==> config.mk <==
export PLATFORM = sky130hd
export DESIGN_NAME = rotary_indexer_position_tracker_top
export DESIGN_NICKNAME = d
export VERILOG_FILES = /design/src/design/rip_pkg.sv /design/src/design/rip_serial_div.sv /design/src/design/rotary_indexer_position_tracker_top.sv
export VERILOG_INCLUDE_DIRS = /design/src /design/src/design
export SDC_FILE = /design/constraint.sdc
export NUM_CORES = 2
export LEC_CHECK = 0
export ABC_CLOCK_PERIOD_IN_PS = 7400
export BUFFER_PORTS_ARGS = -buffer_cell sky130_fd_sc_hd__clkbuf_2
export CAP_MARGIN = 20
export CORE_AREA = 3 3 409 310
export DETAILED_ROUTE_END_ITERATION = 16
export DIE_AREA = 0 0 412 313
export SYNTH_ARGS = -nofsm -noshare
export SYNTH_HDL_FRONTEND = slang
export SYNTH_SLANG_ARGS = --single-unit
==> constraint.sdc <==
create_clock -name i_clk -period 7.4 [get_ports i_clk]
set_input_delay 0.37 -clock i_clk [delete_from_list [all_inputs] [get_ports i_clk]]
set_output_delay 0.37 -clock i_clk [all_outputs]
set_load 0.01 [all_outputs]
==> src/design/rotary_indexer_position_tracker_top_macros.svh <==
// Assertion helpers shared by the indexer tracker modules.
// Each expects i_clk and i_rst_n in the enclosing module.
`ifndef ROTARY_INDEXER_POSITION_TRACKER_TOP_MACROS_SVH
`define ROTARY_INDEXER_POSITION_TRACKER_TOP_MACROS_SVH

// Same-cycle implication, held off during reset.
`define RIP_ASSERT_IMP(lbl, ante, cons, msg) \
    lbl: assert property (@(posedge i_clk) disable iff (!i_rst_n) (ante) |-> (cons)) \
        else $error(msg);

// Next-cycle implication, held off during reset.
`define RIP_ASSERT_NXT(lbl, ante, cons, msg) \
    lbl: assert property (@(posedge i_clk) disable iff (!i_rst_n) (ante) |=> (cons)) \
        else $error(msg);

`endif

==> src/design/rip_pkg.sv <==
package rip_pkg;

    // Fixed field widths of the item formats
    localparam int FIELD_W   = 24;
    localparam int COUNT_W   = 7;
    localparam int IDX_W     = 6;
    localparam int OP_W      = 3;
    localparam int STATUS_W  = 3;
    localparam int CFG_IDX_W = 1;

    // Command codes
    localparam logic [OP_W-1:0] OP_MOVE   = 3'd0;
    localparam logic [OP_W-1:0] OP_NEXT   = 3'd1;
    localparam logic [OP_W-1:0] OP_PREV   = 3'd2;
    localparam logic [OP_W-1:0] OP_ZERO   = 3'd3;
    localparam logic [OP_W-1:0] OP_REPORT = 3'd4;

    // Result status codes
    localparam logic [STATUS_W-1:0] ST_MOVE      = 3'd0;
    localparam logic [STATUS_W-1:0] ST_BAD_INDEX = 3'd1;
    localparam logic [STATUS_W-1:0] ST_BAD_CAL   = 3'd2;
    localparam logic [STATUS_W-1:0] ST_COMPLETE  = 3'd3;
    localparam logic [STATUS_W-1:0] ST_STOPPED   = 3'd4;
    localparam logic [STATUS_W-1:0] ST_ZEROED    = 3'd5;
    localparam logic [STATUS_W-1:0] ST_NONE      = 3'd6;

    // Configuration register indexes
    localparam logic [CFG_IDX_W-1:0] REG_STEPS_PER_REV     = 1'd0;
    localparam logic [CFG_IDX_W-1:0] REG_POSITIONS_PER_REV = 1'd1;

    // Register reset values
    localparam int SPR_RESET = 3200;
    localparam int PPR_RESET = 6;

    typedef struct packed {
        logic [OP_W-1:0]           op;
        logic [IDX_W-1:0]          target_index;
        logic signed [FIELD_W-1:0] completed_steps;
    } t_in_item;

    typedef struct packed {
        logic signed [FIELD_W-1:0] requested_steps;
        logic [STATUS_W-1:0]       status;
        logic [FIELD_W-1:0]        position_steps;
        logic [IDX_W-1:0]          nearest_index;
    } t_out_item;

endpackage

==> src/design/rip_serial_div.sv <==
`include "rotary_indexer_position_tracker_top_macros.svh"

module rip_serial_div #(
    parameter int NUM_W = 32,
    parameter int DEN_W = 24,
    parameter int QUO_W = 24,
    parameter int MOD_W = 7,
    parameter int LEN_W = 6
) (
    input  logic             i_clk,
    input  logic             i_rst_n,
    input  logic             i_start,
    input  logic [NUM_W-1:0] i_num,
    input  logic [LEN_W-1:0] i_len,
    input  logic [DEN_W-1:0] i_den,
    input  logic [MOD_W-1:0] i_modn,
    output logic             o_done,
    output logic [QUO_W-1:0] o_quo,
    output logic [DEN_W-1:0] o_rem,
    output logic [MOD_W-1:0] o_qmod
);

    localparam int SEL_W = (NUM_W > 1) ? $clog2(NUM_W) : 1;

    logic             r_busy, n_busy;
    logic             r_done, n_done;
    logic [LEN_W-1:0] r_cnt, n_cnt;
    logic [NUM_W-1:0] r_num, n_num;
    logic [DEN_W-1:0] r_den, n_den;
    logic [MOD_W-1:0] r_modn, n_modn;
    logic [DEN_W-1:0] r_rem, n_rem;
    logic [QUO_W-1:0] r_quo, n_quo;
    logic [MOD_W-1:0] r_qm, n_qm;

    logic [SEL_W-1:0] bit_sel;
    logic             cur_bit;
    logic [DEN_W:0]   trial;
    logic             q_bit;
    logic [MOD_W:0]   m_trial;
    logic             m_ge;

    // Pick the next numerator bit, MSB of the active length first
    assign bit_sel = SEL_W'(r_cnt - LEN_W'(1));
    assign cur_bit = r_num[bit_sel];

    // One restoring step: shift in a bit, subtract when it fits
    assign trial   = {r_rem, cur_bit};
    assign q_bit   = (trial >= {1'b0, r_den});
    // Fold the quotient bit into the running quotient mod count
    assign m_trial = {r_qm, q_bit};
    assign m_ge    = (m_trial >= {1'b0, r_modn});

    always_comb begin
        n_busy = r_busy;
        n_done = 1'b0;
        n_cnt  = r_cnt;
        n_num  = r_num;
        n_den  = r_den;
        n_modn = r_modn;
        n_rem  = r_rem;
        n_quo  = r_quo;
        n_qm   = r_qm;
        if (i_start) begin
            n_busy = 1'b1;
            n_cnt  = i_len;
            n_num  = i_num;
            n_den  = i_den;
            n_modn = i_modn;
            n_rem  = '0;
            n_quo  = '0;
            n_qm   = '0;
        end else if (r_busy) begin
            n_rem = q_bit ? DEN_W'(trial - {1'b0, r_den}) : trial[DEN_W-1:0];
            n_quo = {r_quo[QUO_W-2:0], q_bit};
            n_qm  = m_ge ? MOD_W'(m_trial - {1'b0, r_modn}) : m_trial[MOD_W-1:0];
            n_cnt = r_cnt - LEN_W'(1);
            if (r_cnt == LEN_W'(1)) begin
                n_busy = 1'b0;
                n_done = 1'b1;
            end
        end
    end

    // Control state
    always_ff @(posedge i_clk) begin
        if (!i_rst_n) begin
            r_busy <= 1'b0;
            r_done <= 1'b0;
            r_cnt  <= '0;
        end else begin
            r_busy <= n_busy;
            r_done <= n_done;
            r_cnt  <= n_cnt;
        end
    end

    // Shift registers and operands
    always_ff @(posedge i_clk) begin
        r_num  <= n_num;
        r_den  <= n_den;
        r_modn <= n_modn;
        r_rem  <= n_rem;
        r_quo  <= n_quo;
        r_qm   <= n_qm;
    end

    assign o_done = r_done;
    assign o_quo  = r_quo;
    assign o_rem  = r_rem;
    assign o_qmod = r_qm;

    `RIP_ASSERT_IMP(a_no_restart, i_start, !r_busy, "divider restarted while busy")
    `RIP_ASSERT_IMP(a_rem_below_den, r_busy && (r_den != '0), r_rem < r_den, "partial remainder not below divisor")
    `RIP_ASSERT_NXT(a_last_step_done, r_busy && (r_cnt == LEN_W'(1)) && !i_start, r_done && !r_busy, "last step did not flag done")

endmodule

==> src/design/rotary_indexer_position_tracker_top.sv <==
// A completion report runs one more division when the sum leaves the revolution; a move to
// an index runs one more from a position past a shortened revolution, and so do next and
// previous. One command in work; a bit-serial divider, one quotient bit a cycle, runs up to
// four divisions per command; the block takes the next command while a result waits in the
// output register. Sync active-low reset clears position and pending, loads 3200/6.
`include "rotary_indexer_position_tracker_top_macros.svh"

module rotary_indexer_position_tracker_top #(
    parameter int STEP_BITS     = 24,
    parameter int MAX_POSITIONS = 64
) (
    input  logic                                 i_clk,
    input  logic                                 i_rst_n,
    input  logic                                 i_in_valid,
    output logic                                 o_in_stall,
    input  rip_pkg::t_in_item                    i_in_data,
    output logic                                 o_out_valid,
    input  logic                                 i_out_stall,
    output rip_pkg::t_out_item                   o_out_data,
    input  logic                                 i_cfg_valid,
    output logic                                 o_cfg_ready,
    input  logic [rip_pkg::CFG_IDX_W-1:0]        i_cfg_index,
    input  logic [rip_pkg::FIELD_W-1:0]          i_cfg_data
);

    import rip_pkg::*;

    localparam int SW   = (STEP_BITS < FIELD_W) ? STEP_BITS : FIELD_W;
    localparam int CW   = COUNT_W;
    localparam int DW   = (SW > 8) ? SW : 8;
    localparam int NW   = (SW + CW + 1 > FIELD_W + 1) ? SW + CW + 1 : FIELD_W + 1;
    localparam int LW   = $clog2(NW + 1);
    localparam int VW   = FIELD_W + 2;
    localparam int MAGW = VW - 1;
    localparam int RW   = SW + 2;
    localparam int MAXC = (MAX_POSITIONS > 127) ? 127 : MAX_POSITIONS;

    typedef enum logic [8:0] {
        S_IDLE  = 9'b000000001,
        S_PLAN  = 9'b000000010,
        S_START = 9'b000000100,
        S_MUL   = 9'b000001000,
        S_ADD   = 9'b000010000,
        S_DIV   = 9'b000100000,
        S_ROUTE = 9'b001000000,
        S_NEAR  = 9'b010000000,
        S_FIN   = 9'b100000000
    } t_state;

    typedef enum logic [2:0] {
        J_NEAR_PRE,
        J_POSMOD,
        J_TARGET,
        J_WRAP,
        J_TGTMOD,
        J_NEAR_OUT
    } t_job;

    // Tracker state and configuration
    t_state                    r_state, n_state;
    t_job                      r_job, n_job;
    logic [SW-1:0]             r_spr, n_spr;
    logic [CW-1:0]             r_ppr, n_ppr;
    logic [SW-1:0]             r_pos, n_pos;
    logic [SW-1:0]             r_ptgt, n_ptgt;
    logic signed [FIELD_W-1:0] r_preq, n_preq;
    logic                      r_pend, n_pend;
    logic                      r_ovalid, n_ovalid;

    // Command in work
    logic [OP_W-1:0]           r_op, n_op;
    logic [CW-1:0]             r_idx, n_idx;
    logic signed [FIELD_W-1:0] r_done_steps, n_done_steps;
    logic [NW-1:0]             r_acc, n_acc;
    logic [SW-1:0]             r_pm, n_pm;
    logic signed [RW-1:0]      r_diff, n_diff;
    logic [STATUS_W-1:0]       r_status, n_status;
    logic [CW-1:0]             r_near, n_near;
    t_out_item                 r_out, n_out;

    logic [CW-1:0]             eff_n;
    logic                      spr_zero;
    logic                      n_zero;
    logic                      in_xfer;
    logic                      slot_free;

    logic [SW-1:0]             mul_a;
    logic [CW-1:0]             mul_b;
    logic [SW+CW-1:0]          prod;
    logic [NW-1:0]             acc_in;

    logic signed [VW-1:0]      wrap_v;
    logic [MAGW-1:0]           wrap_mag;
    logic                      wrap_direct;
    logic [SW-1:0]             rem_s;
    logic [SW-1:0]             wrap_pos;

    logic [CW-1:0]             q_sel;
    logic [CW:0]               q_inc;
    logic [CW-1:0]             step_idx;

    logic signed [RW-1:0]      spr_s;
    logic signed [RW-1:0]      half_s;
    logic signed [RW-1:0]      route;

    logic                      div_start;
    logic [NW-1:0]             div_num;
    logic [LW-1:0]             div_len;
    logic [DW-1:0]             div_den;
    logic                      div_done;
    logic [SW-1:0]             div_quo;
    logic [DW-1:0]             div_rem;
    logic [CW-1:0]             div_qmod;

    // Clamp the index count to the supported maximum
    assign eff_n    = (r_ppr > CW'(MAXC)) ? CW'(MAXC) : r_ppr;
    assign spr_zero = (r_spr == '0);
    assign n_zero   = (eff_n == '0);

    assign in_xfer   = i_in_valid && !o_in_stall;
    assign slot_free = !r_ovalid || !i_out_stall;

    // Shared multiplier: position times count, or steps per rev times index
    always_comb begin
        mul_a = r_pos;
        mul_b = eff_n;
        if (r_job == J_TARGET) begin
            mul_a = r_spr;
            mul_b = r_idx;
        end
    end
    assign prod = mul_a * mul_b;

    // Position plus completed steps, and its magnitude for the remainder
    assign wrap_v      = $signed({{(VW-SW){1'b0}}, r_pos}) + VW'(r_done_steps);
    assign wrap_mag    = wrap_v[VW-1] ? MAGW'(-wrap_v) : MAGW'(wrap_v);
    assign wrap_direct = !wrap_v[VW-1] && (wrap_mag < MAGW'(r_spr));
    assign rem_s       = div_rem[SW-1:0];
    assign wrap_pos    = (wrap_v[VW-1] && (rem_s != '0)) ? r_spr - rem_s : rem_s;

    // Neighbor index from the nearest index, wrapping around
    assign q_sel = (r_state == S_DIV) ? div_qmod : '0;
    assign q_inc = {1'b0, q_sel} + (CW+1)'(1);
    always_comb begin
        if (r_op == OP_PREV) begin
            step_idx = (q_sel == '0) ? eff_n - CW'(1) : q_sel - CW'(1);
        end else begin
            step_idx = (q_inc >= {1'b0, eff_n}) ? '0 : q_inc[CW-1:0];
        end
    end

    // Shortest route: fold the difference into plus or minus half a revolution
    assign spr_s  = $signed({2'b00, r_spr});
    assign half_s = $signed({3'b000, r_spr[SW-1:1]});
    always_comb begin
        if (r_diff > half_s) begin
            route = r_diff - spr_s;
        end else if (r_diff < -half_s) begin
            route = r_diff + spr_s;
        end else begin
            route = r_diff;
        end
    end

    // Operand selection for the divider run
    always_comb begin
        case (r_job)
            J_POSMOD: acc_in = NW'(r_pos);
            J_TGTMOD: acc_in = NW'(r_ptgt);
            J_WRAP:   acc_in = NW'(wrap_mag);
            default:  acc_in = NW'(prod);
        endcase
    end

    always_comb begin
        div_num = r_acc;
        div_len = LW'(SW);
        div_den = DW'(r_spr);
        case (r_job)
            J_NEAR_PRE, J_NEAR_OUT: begin
                div_num = r_acc + NW'(r_spr[SW-1:1]);
                div_len = LW'(SW + CW);
            end
            J_TARGET: begin
                div_num = {r_acc[NW-2:0], 1'b0} + NW'(eff_n);
                div_len = LW'(SW + CW + 1);
                div_den = DW'({eff_n, 1'b0});
            end
            J_WRAP: begin
                div_len = LW'(FIELD_W + 1);
            end
            default: begin
                div_len = LW'(SW);
            end
        endcase
    end

    assign div_start = (r_state == S_ADD);

    rip_serial_div #(
        .NUM_W (NW),
        .DEN_W (DW),
        .QUO_W (SW),
        .MOD_W (CW),
        .LEN_W (LW)
    ) u_div (
        .i_clk   (i_clk),
        .i_rst_n (i_rst_n),
        .i_start (div_start),
        .i_num   (div_num),
        .i_len   (div_len),
        .i_den   (div_den),
        .i_modn  (eff_n),
        .o_done  (div_done),
        .o_quo   (div_quo),
        .o_rem   (div_rem),
        .o_qmod  (div_qmod)
    );

    // Command sequencer
    always_comb begin
        n_state      = r_state;
        n_job        = r_job;
        n_spr        = r_spr;
        n_ppr        = r_ppr;
        n_pos        = r_pos;
        n_ptgt       = r_ptgt;
        n_preq       = r_preq;
        n_pend       = r_pend;
        n_op         = r_op;
        n_idx        = r_idx;
        n_done_steps = r_done_steps;
        n_acc        = r_acc;
        n_pm         = r_pm;
        n_diff       = r_diff;
        n_status     = r_status;
        n_near       = r_near;
        n_out        = r_out;
        n_ovalid     = r_ovalid && i_out_stall;

        // Register writes
        if (i_cfg_valid && o_cfg_ready) begin
            if (i_cfg_index == REG_STEPS_PER_REV) begin
                n_spr = i_cfg_data[SW-1:0];
            end else if (i_cfg_index == REG_POSITIONS_PER_REV) begin
                n_ppr = i_cfg_data[CW-1:0];
            end
        end

        case (r_state)
            S_IDLE: begin
                if (in_xfer) begin
                    n_op         = i_in_data.op;
                    n_idx        = CW'(i_in_data.target_index);
                    n_done_steps = i_in_data.completed_steps;
                    n_state      = S_PLAN;
                end
            end

            S_PLAN: begin
                case (r_op)
                    OP_MOVE: begin
                        n_state = S_START;
                    end
                    OP_NEXT, OP_PREV: begin
                        if (spr_zero || n_zero) begin
                            n_idx   = step_idx;
                            n_state = S_START;
                        end else begin
                            n_job   = J_NEAR_PRE;
                            n_state = S_MUL;
                        end
                    end
                    OP_ZERO: begin
                        n_pos    = '0;
                        n_pend   = 1'b0;
                        n_status = ST_ZEROED;
                        n_near   = '0;
                        n_state  = S_FIN;
                    end
                    OP_REPORT: begin
                        if (!r_pend) begin
                            n_status = ST_NONE;
                            n_state  = S_NEAR;
                        end else begin
                            n_pend   = 1'b0;
                            n_status = (r_done_steps == r_preq) ? ST_COMPLETE : ST_STOPPED;
                            if (spr_zero) begin
                                n_pos   = '0;
                                n_state = S_NEAR;
                            end else if (r_done_steps == r_preq) begin
                                if (r_ptgt < r_spr) begin
                                    n_pos   = r_ptgt;
                                    n_state = S_NEAR;
                                end else begin
                                    n_job   = J_TGTMOD;
                                    n_state = S_MUL;
                                end
                            end else if (wrap_direct) begin
                                n_pos   = SW'(wrap_mag);
                                n_state = S_NEAR;
                            end else begin
                                n_job   = J_WRAP;
                                n_state = S_MUL;
                            end
                        end
                    end
                    default: begin
                        n_status = ST_NONE;
                        n_state  = S_NEAR;
                    end
                endcase
            end

            // Validate the index and launch the target computation
            S_START: begin
                n_pend = 1'b0;
                if (n_zero || (r_idx >= eff_n)) begin
                    n_status = ST_BAD_INDEX;
                    n_state  = S_NEAR;
                end else if (spr_zero) begin
                    n_status = ST_BAD_CAL;
                    n_state  = S_NEAR;
                end else if (r_pos < r_spr) begin
                    n_pm    = r_pos;
                    n_job   = J_TARGET;
                    n_state = S_MUL;
                end else begin
                    n_job   = J_POSMOD;
                    n_state = S_MUL;
                end
            end

            S_MUL: begin
                n_acc   = acc_in;
                n_state = S_ADD;
            end

            S_ADD: begin
                n_state = S_DIV;
            end

            // Take the divider result and advance to the next job
            S_DIV: begin
                if (div_done) begin
                    case (r_job)
                        J_NEAR_PRE: begin
                            n_idx   = step_idx;
                            n_state = S_START;
                        end
                        J_POSMOD: begin
                            n_pm    = rem_s;
                            n_job   = J_TARGET;
                            n_state = S_MUL;
                        end
                        J_TARGET: begin
                            n_ptgt  = div_quo;
                            n_diff  = $signed({2'b00, div_quo}) - $signed({2'b00, r_pm});
                            n_state = S_ROUTE;
                        end
                        J_WRAP: begin
                            n_pos   = wrap_pos;
                            n_state = S_NEAR;
                        end
                        J_TGTMOD: begin
                            n_pos   = rem_s;
                            n_state = S_NEAR;
                        end
                        J_NEAR_OUT: begin
                            n_near  = div_qmod;
                            n_state = S_FIN;
                        end
                        default: begin
                            n_state = S_FIN;
                        end
                    endcase
                end
            end

            S_ROUTE: begin
                n_preq   = FIELD_W'(route);
                n_pend   = 1'b1;
                n_status = ST_MOVE;
                n_state  = S_NEAR;
            end

            // Nearest index of the final position
            S_NEAR: begin
                if (spr_zero || n_zero) begin
                    n_near  = '0;
                    n_state = S_FIN;
                end else begin
                    n_job   = J_NEAR_OUT;
                    n_state = S_MUL;
                end
            end

            // Load the output register once it is free
            S_FIN: begin
                if (slot_free) begin
                    n_out.requested_steps = (r_status == ST_MOVE) ? r_preq : '0;
                    n_out.status          = r_status;
                    n_out.position_steps  = FIELD_W'(r_pos);
                    n_out.nearest_index   = r_near[IDX_W-1:0];
                    n_ovalid              = 1'b1;
                    n_state               = S_IDLE;
                end
            end

            default: begin
                n_state = S_IDLE;
            end
        endcase
    end

    // Control and tracked state
    always_ff @(posedge i_clk) begin
        if (!i_rst_n) begin
            r_state  <= S_IDLE;
            r_spr    <= SW'(SPR_RESET);
            r_ppr    <= CW'(PPR_RESET);
            r_pos    <= '0;
            r_ptgt   <= '0;
            r_preq   <= '0;
            r_pend   <= 1'b0;
            r_ovalid <= 1'b0;
        end else begin
            r_state  <= n_state;
            r_spr    <= n_spr;
            r_ppr    <= n_ppr;
            r_pos    <= n_pos;
            r_ptgt   <= n_ptgt;
            r_preq   <= n_preq;
            r_pend   <= n_pend;
            r_ovalid <= n_ovalid;
        end
    end

    // Working registers
    always_ff @(posedge i_clk) begin
        r_job        <= n_job;
        r_op         <= n_op;
        r_idx        <= n_idx;
        r_done_steps <= n_done_steps;
        r_acc        <= n_acc;
        r_pm         <= n_pm;
        r_diff       <= n_diff;
        r_status     <= n_status;
        r_near       <= n_near;
        r_out        <= n_out;
    end

    assign o_in_stall  = (r_state != S_IDLE);
    assign o_out_valid = r_ovalid;
    assign o_out_data  = r_out;
    assign o_cfg_ready = 1'b1;

    `RIP_ASSERT_IMP(a_req_only_on_move,
        r_ovalid && (r_out.status != ST_MOVE), r_out.requested_steps == '0,
        "step request on a result that is not a move")
    `RIP_ASSERT_NXT(a_xfer_starts_plan, in_xfer, r_state == S_PLAN,
        "accepted command did not start planning")
    `RIP_ASSERT_IMP(a_div_done_waiting, div_done, r_state == S_DIV,
        "divider finished outside the wait state")

endmodule

==> impl_metrics.sql <==
INSERT INTO impl_metrics (metric_group, metric, value, unit) VALUES
('synthesis', 'ys_seq_area_share', '29.66', '%'),
('sta', 'final-hold-violation-count', '0', ''),
('clock_tree', 'clock_path_buffers', '3', ''),
('global_routing', 'global_route.usage.total', '23.53', '%'),
('detailed_routing', 'route.detailed.wl_per_inst', '25.18', 'um'),
('final_layout', 'fraction_of_final_layout_cells_with_drive_strength_greater_than_1', '10.22', '%'),
('global_routing', 'grt_max_degree', '74', ''),
('sta', 'max-slew-margin-rel', '14.48', '%'),
('floorplanning', 'design.core.area', '122500', 'sq um'),
('setup_path', 'critical_path.endpoint_type', 'flip-flop', ''),
('placement', 'port_buffers', '121', ''),
('synthesis', 'synth-edff-count', '246', ''),
('detailed_routing', 'firstDrtPassIters', '8', ''),
('floorplanning', 'design.die.area', '129000', 'sq um'),
('sta', 'setup_skew_after_layout', '0.04231', 'ns'),
('synthesis', 'yosysWarnings', '0', ''),
('floorplanning', 'dieHeight', '313', 'um'),
('final_layout', 'final_util', '34.51', '%'),
('setup_path', 'critPathMaxFanout', '17', ''),
('power', 'cellPowerDensity', '240.5', 'nW/um^2'),
('clock_tree', 'worst_setup_hold_path_clk_slew', '0.06', 'ns'),
('setup_path', 'cp_data_arrival_time', '7.42', 'ns'),
('detailed_routing', 'ant_nets', '0', ''),
('detailed_routing', 'drt-total-wl', '156.2', 'mm'),
('setup_path', 'timing.critical_path.cells', 'ha_1 > a211oi_1 > o21bai_1 > a21oi_1 > o21a_1 > o311a_1 > o21a_1 > or2_2 > a21oi_1 > xnor2_1 > ha_1 > and4_1 > a221oi_1 > o31a_1 > o211ai_1 > a211oi_1 > mux2i_1 > buf_4 > a31oi_4 > buf_4 > o21ai_1 > a31oi_1', ''),
('power', 'total_power', '10.17', 'mW'),
('global_routing', 'gr-total-overflow', '0', ''),
('sta', 'drv_slew', '0', ''),
('placement', 'gp_routability_congestion', '1.080', ''),
('detailed_routing', 'remaining_drc_errors', '0', ''),
('detailed_routing', 'route.detailed.vias_per_inst', '5.722', ''),
('clock_tree', 'cts_tree', 'yes', ''),
('synthesis', 'synth-async-reset-ratio', '0', '%'),
('floorplanning', 'initial_core_util', '30.09', '%'),
('synthesis', 'netlist_area', '36860', 'sq um'),
('setup_path', 'worst_path_max_delay_cell', 'xnor2_1', ''),
('synthesis', 'ys_types', '99', ''),
('sta', 'final_min_period_over_clock_period', '93.50', '%'),
('final_layout', 'area_growth_synth_to_finish', '14.70', '%'),
('setup_path', 'critical_path_start_type', 'flip-flop', ''),
('synthesis', 'synth_area_per_cell', '8.549', 'sq um'),
('clock_tree', 'clk-insertion-delay-late', '0.64', 'ns'),
('clock_tree', 'ctsRootBufferMaster', 'clkbuf_16', ''),
('global_routing', 'antenna_found_initial', '6', ''),
('detailed_routing', 'detailroute.via_count', '35510', ''),
('final_layout', 'final_nets', '5065', ''),
('setup_path', 'critical_path_cell_count', '22', ''),
('sta', 'worst-slew-pin-transition', '1.269', 'ns'),
('sta', 'finalSetupTns', '0', 'ns'),
('synthesis', 'ys_ff_latch', '423', ''),
('status', 'status', 'completed', ''),
('setup_path', 'critPathKind', 'flip-flop to flip-flop', ''),
('global_routing', 'first_pass_grt_wire_length', '225.7', 'mm'),
('setup_path', 'reg2reg_depth', '22', ''),
('sta', 'unrepaired_setup_endpoints_after_global_routing', 'false', ''),
('placement', 'detailed_place_hpwl', '122.9', 'mm'),
('setup_path', 'cp_slowest_stage_delay', '0.53', 'ns'),
('setup_path', 'critical_path.startpoint', 'r_pos[1]$_SDFFE_PN0P_', ''),
('power', 'ir_worst_vdd', '0.1716', 'mV'),
('clock_tree', 'cts.sinks', '423', ''),
('setup_path', 'reg2reg_to', 'r_pos[21]$_SDFFE_PN0P_', ''),
('synthesis', 'dominantRegCellSynth', 'edfxtp_1', ''),
('sta', 'max_freq', '0.1445', 'GHz'),
('global_routing', 'first_global_vias', '32290', ''),
('job', 'max-cap-violations', '0', ''),
('synthesis', 'synth.net_count', '4857', ''),
('floorplanning', 'floorplan.die.width', '412', 'um'),
('clock_tree', 'cts_made_buffers', '48', ''),
('floorplanning', 'num_rows', '111', ''),
('floorplanning', 'floorplan.io_pins', '123', ''),
('setup_path', 'reg_to_reg_start', 'r_pos[1]$_SDFFE_PN0P_', '');
[power by group]
group	switching (mW)	internal (mW)
registers	0.300	2.71
logic	2.98	1.67
clock network	1.10	1.41
total	4.38	5.79
[layout make-up]
type                       count  area (sq um)
multi-input combinational   3388         24090
sequential                   423         10930
antenna                        8         20.02
clock buffer                  59          1315
fill                       12800         80220
tap                         1638          2049
clock inverter                31         289.0
timing repair buffer         338          2375
inverter                     320          1205
[worst min-delay path, delay by kind of cell]
kind                   cells  cell delay, ns
and+or+nand+nor            1            0.07
AOI/OAI and AO/OA          1            0.07
buffers and inverters      1            0.08
[routing by layer]
metal  share of wire (%)  up-vias  GRT usage [%]  wire [um]
li1                    -    15920              -          -
met1                  45    17130          34.72      69640
met2                  37     2069          30.61      58500
met3                  13      384          8.126      20710
met4                 4.7        0          9.399       7361
met5                   0        -              0          0
[flip-flops by register name, summed over array words and instances (netlist names), 9 cells and up]
name	count
o_out_data	57
r_pos	24
u_div.o_quo	24
u_div.r_den	24
r_spr	24
r_preq	24
u_div.r_num	32
r_state	9
r_done_steps	24
r_acc	31
r_diff	25
r_pm	24
u_div.o_rem	24
r_ptgt	24
[cells by family (layout without fill, tap and decap cells)]
family                     Yosys count  after routing  synth area share (%)
and+or+nand+nor                   1449           1449                 18.37
AOI/OAI and AO/OA                 1161           1161                 20.36
buffers and inverters              500            748                 5.218
adders and majority gates          484            484                 18.83
DFF                                423            423                 29.66
xor gates and xnor gates           224            224                 5.323
muxes                               69             69                 2.241
other                                1              9               0.01017
[worst min-delay path by stage]
stage	startpoint	endpoint	slack [ns]	cells past startpoint
after global routing	i_cfg_data[18]	r_spr[18]$_SDFFE_PN0P_	0.03	3
after floorplan	r_near[0]$_SDFFCE_PN0P_	o_out_data[0]$_DFFE_PP_	0.40	0
after detailed placement	r_near[1]$_SDFFCE_PN0P_	o_out_data[1]$_DFFE_PP_	0.41	0
after global placement	r_near[4]$_SDFFCE_PN0P_	o_out_data[4]$_DFFE_PP_	0.41	0
final	i_cfg_data[18]	r_spr[18]$_SDFFE_PN0P_	0.03	3
after CTS	i_cfg_data[18]	r_spr[18]$_SDFFE_PN0P_	0.008	3
[synthesized netlist by cell type (all sizes together), types with 46 or more instances]
cell    instances  area share (%)
a211oi         63             1.4
ha            365              12
o21ai         288             3.9
edfxtp        246              20
dfxtp         177             9.6
a21o           84             1.7
clkbuf        149             1.5
nand2         523             5.3
and2           51            0.87
nand2b         46            0.78
nand3          90             1.2
nor2b          62             1.1
nor3           99             1.3
xnor2         156             3.7
mux2i          51             1.4
xor2           68             1.6
nor2          384             4.0
a21oi         300             4.1
fa            118             6.4
inv           318             3.2
[repair_timing]
item | CTS | global route
resized for setup | 0 | 3
hold buffers | 47 | 0
setup buffers | 0 | 0
endpoints found under the hold margin | 48 | 0
setup endpoints to repair | 0 | 2
[stage by stage]
stage          hold slack (ns)  area [sq um]  setup WS [ns]  instances
2_1_floorplan           0.4003         36860         0.6394       4311
3_3_place_gp            0.4092         40100         0.5263       6054
3_5_place_dp            0.4065         40110         0.5024       6055
4_1_cts               0.007795         42190         0.4557       6192
5_1_grt                0.03132         42260       0.009660       6197
6_report               0.03237         42280         0.4806       6205
[cell usage in the layout (no fill, tap or decap), drive strengths merged, types with 68 or more instances in the layout]
| master | n |
|---|---|
| a21oi | 300 |
| nand3 | 90 |
| xnor2 | 156 |
| fa | 118 |
| clkbuf | 182 |
| ha | 365 |
| nor3 | 99 |
| inv | 321 |
| o21ai | 288 |
| dfxtp | 177 |
| nor2 | 384 |
| nand2 | 523 |
| xor2 | 68 |
| edfxtp | 246 |
| a21o | 84 |
| buf | 168 |
(Power assumes the default switching activity.)
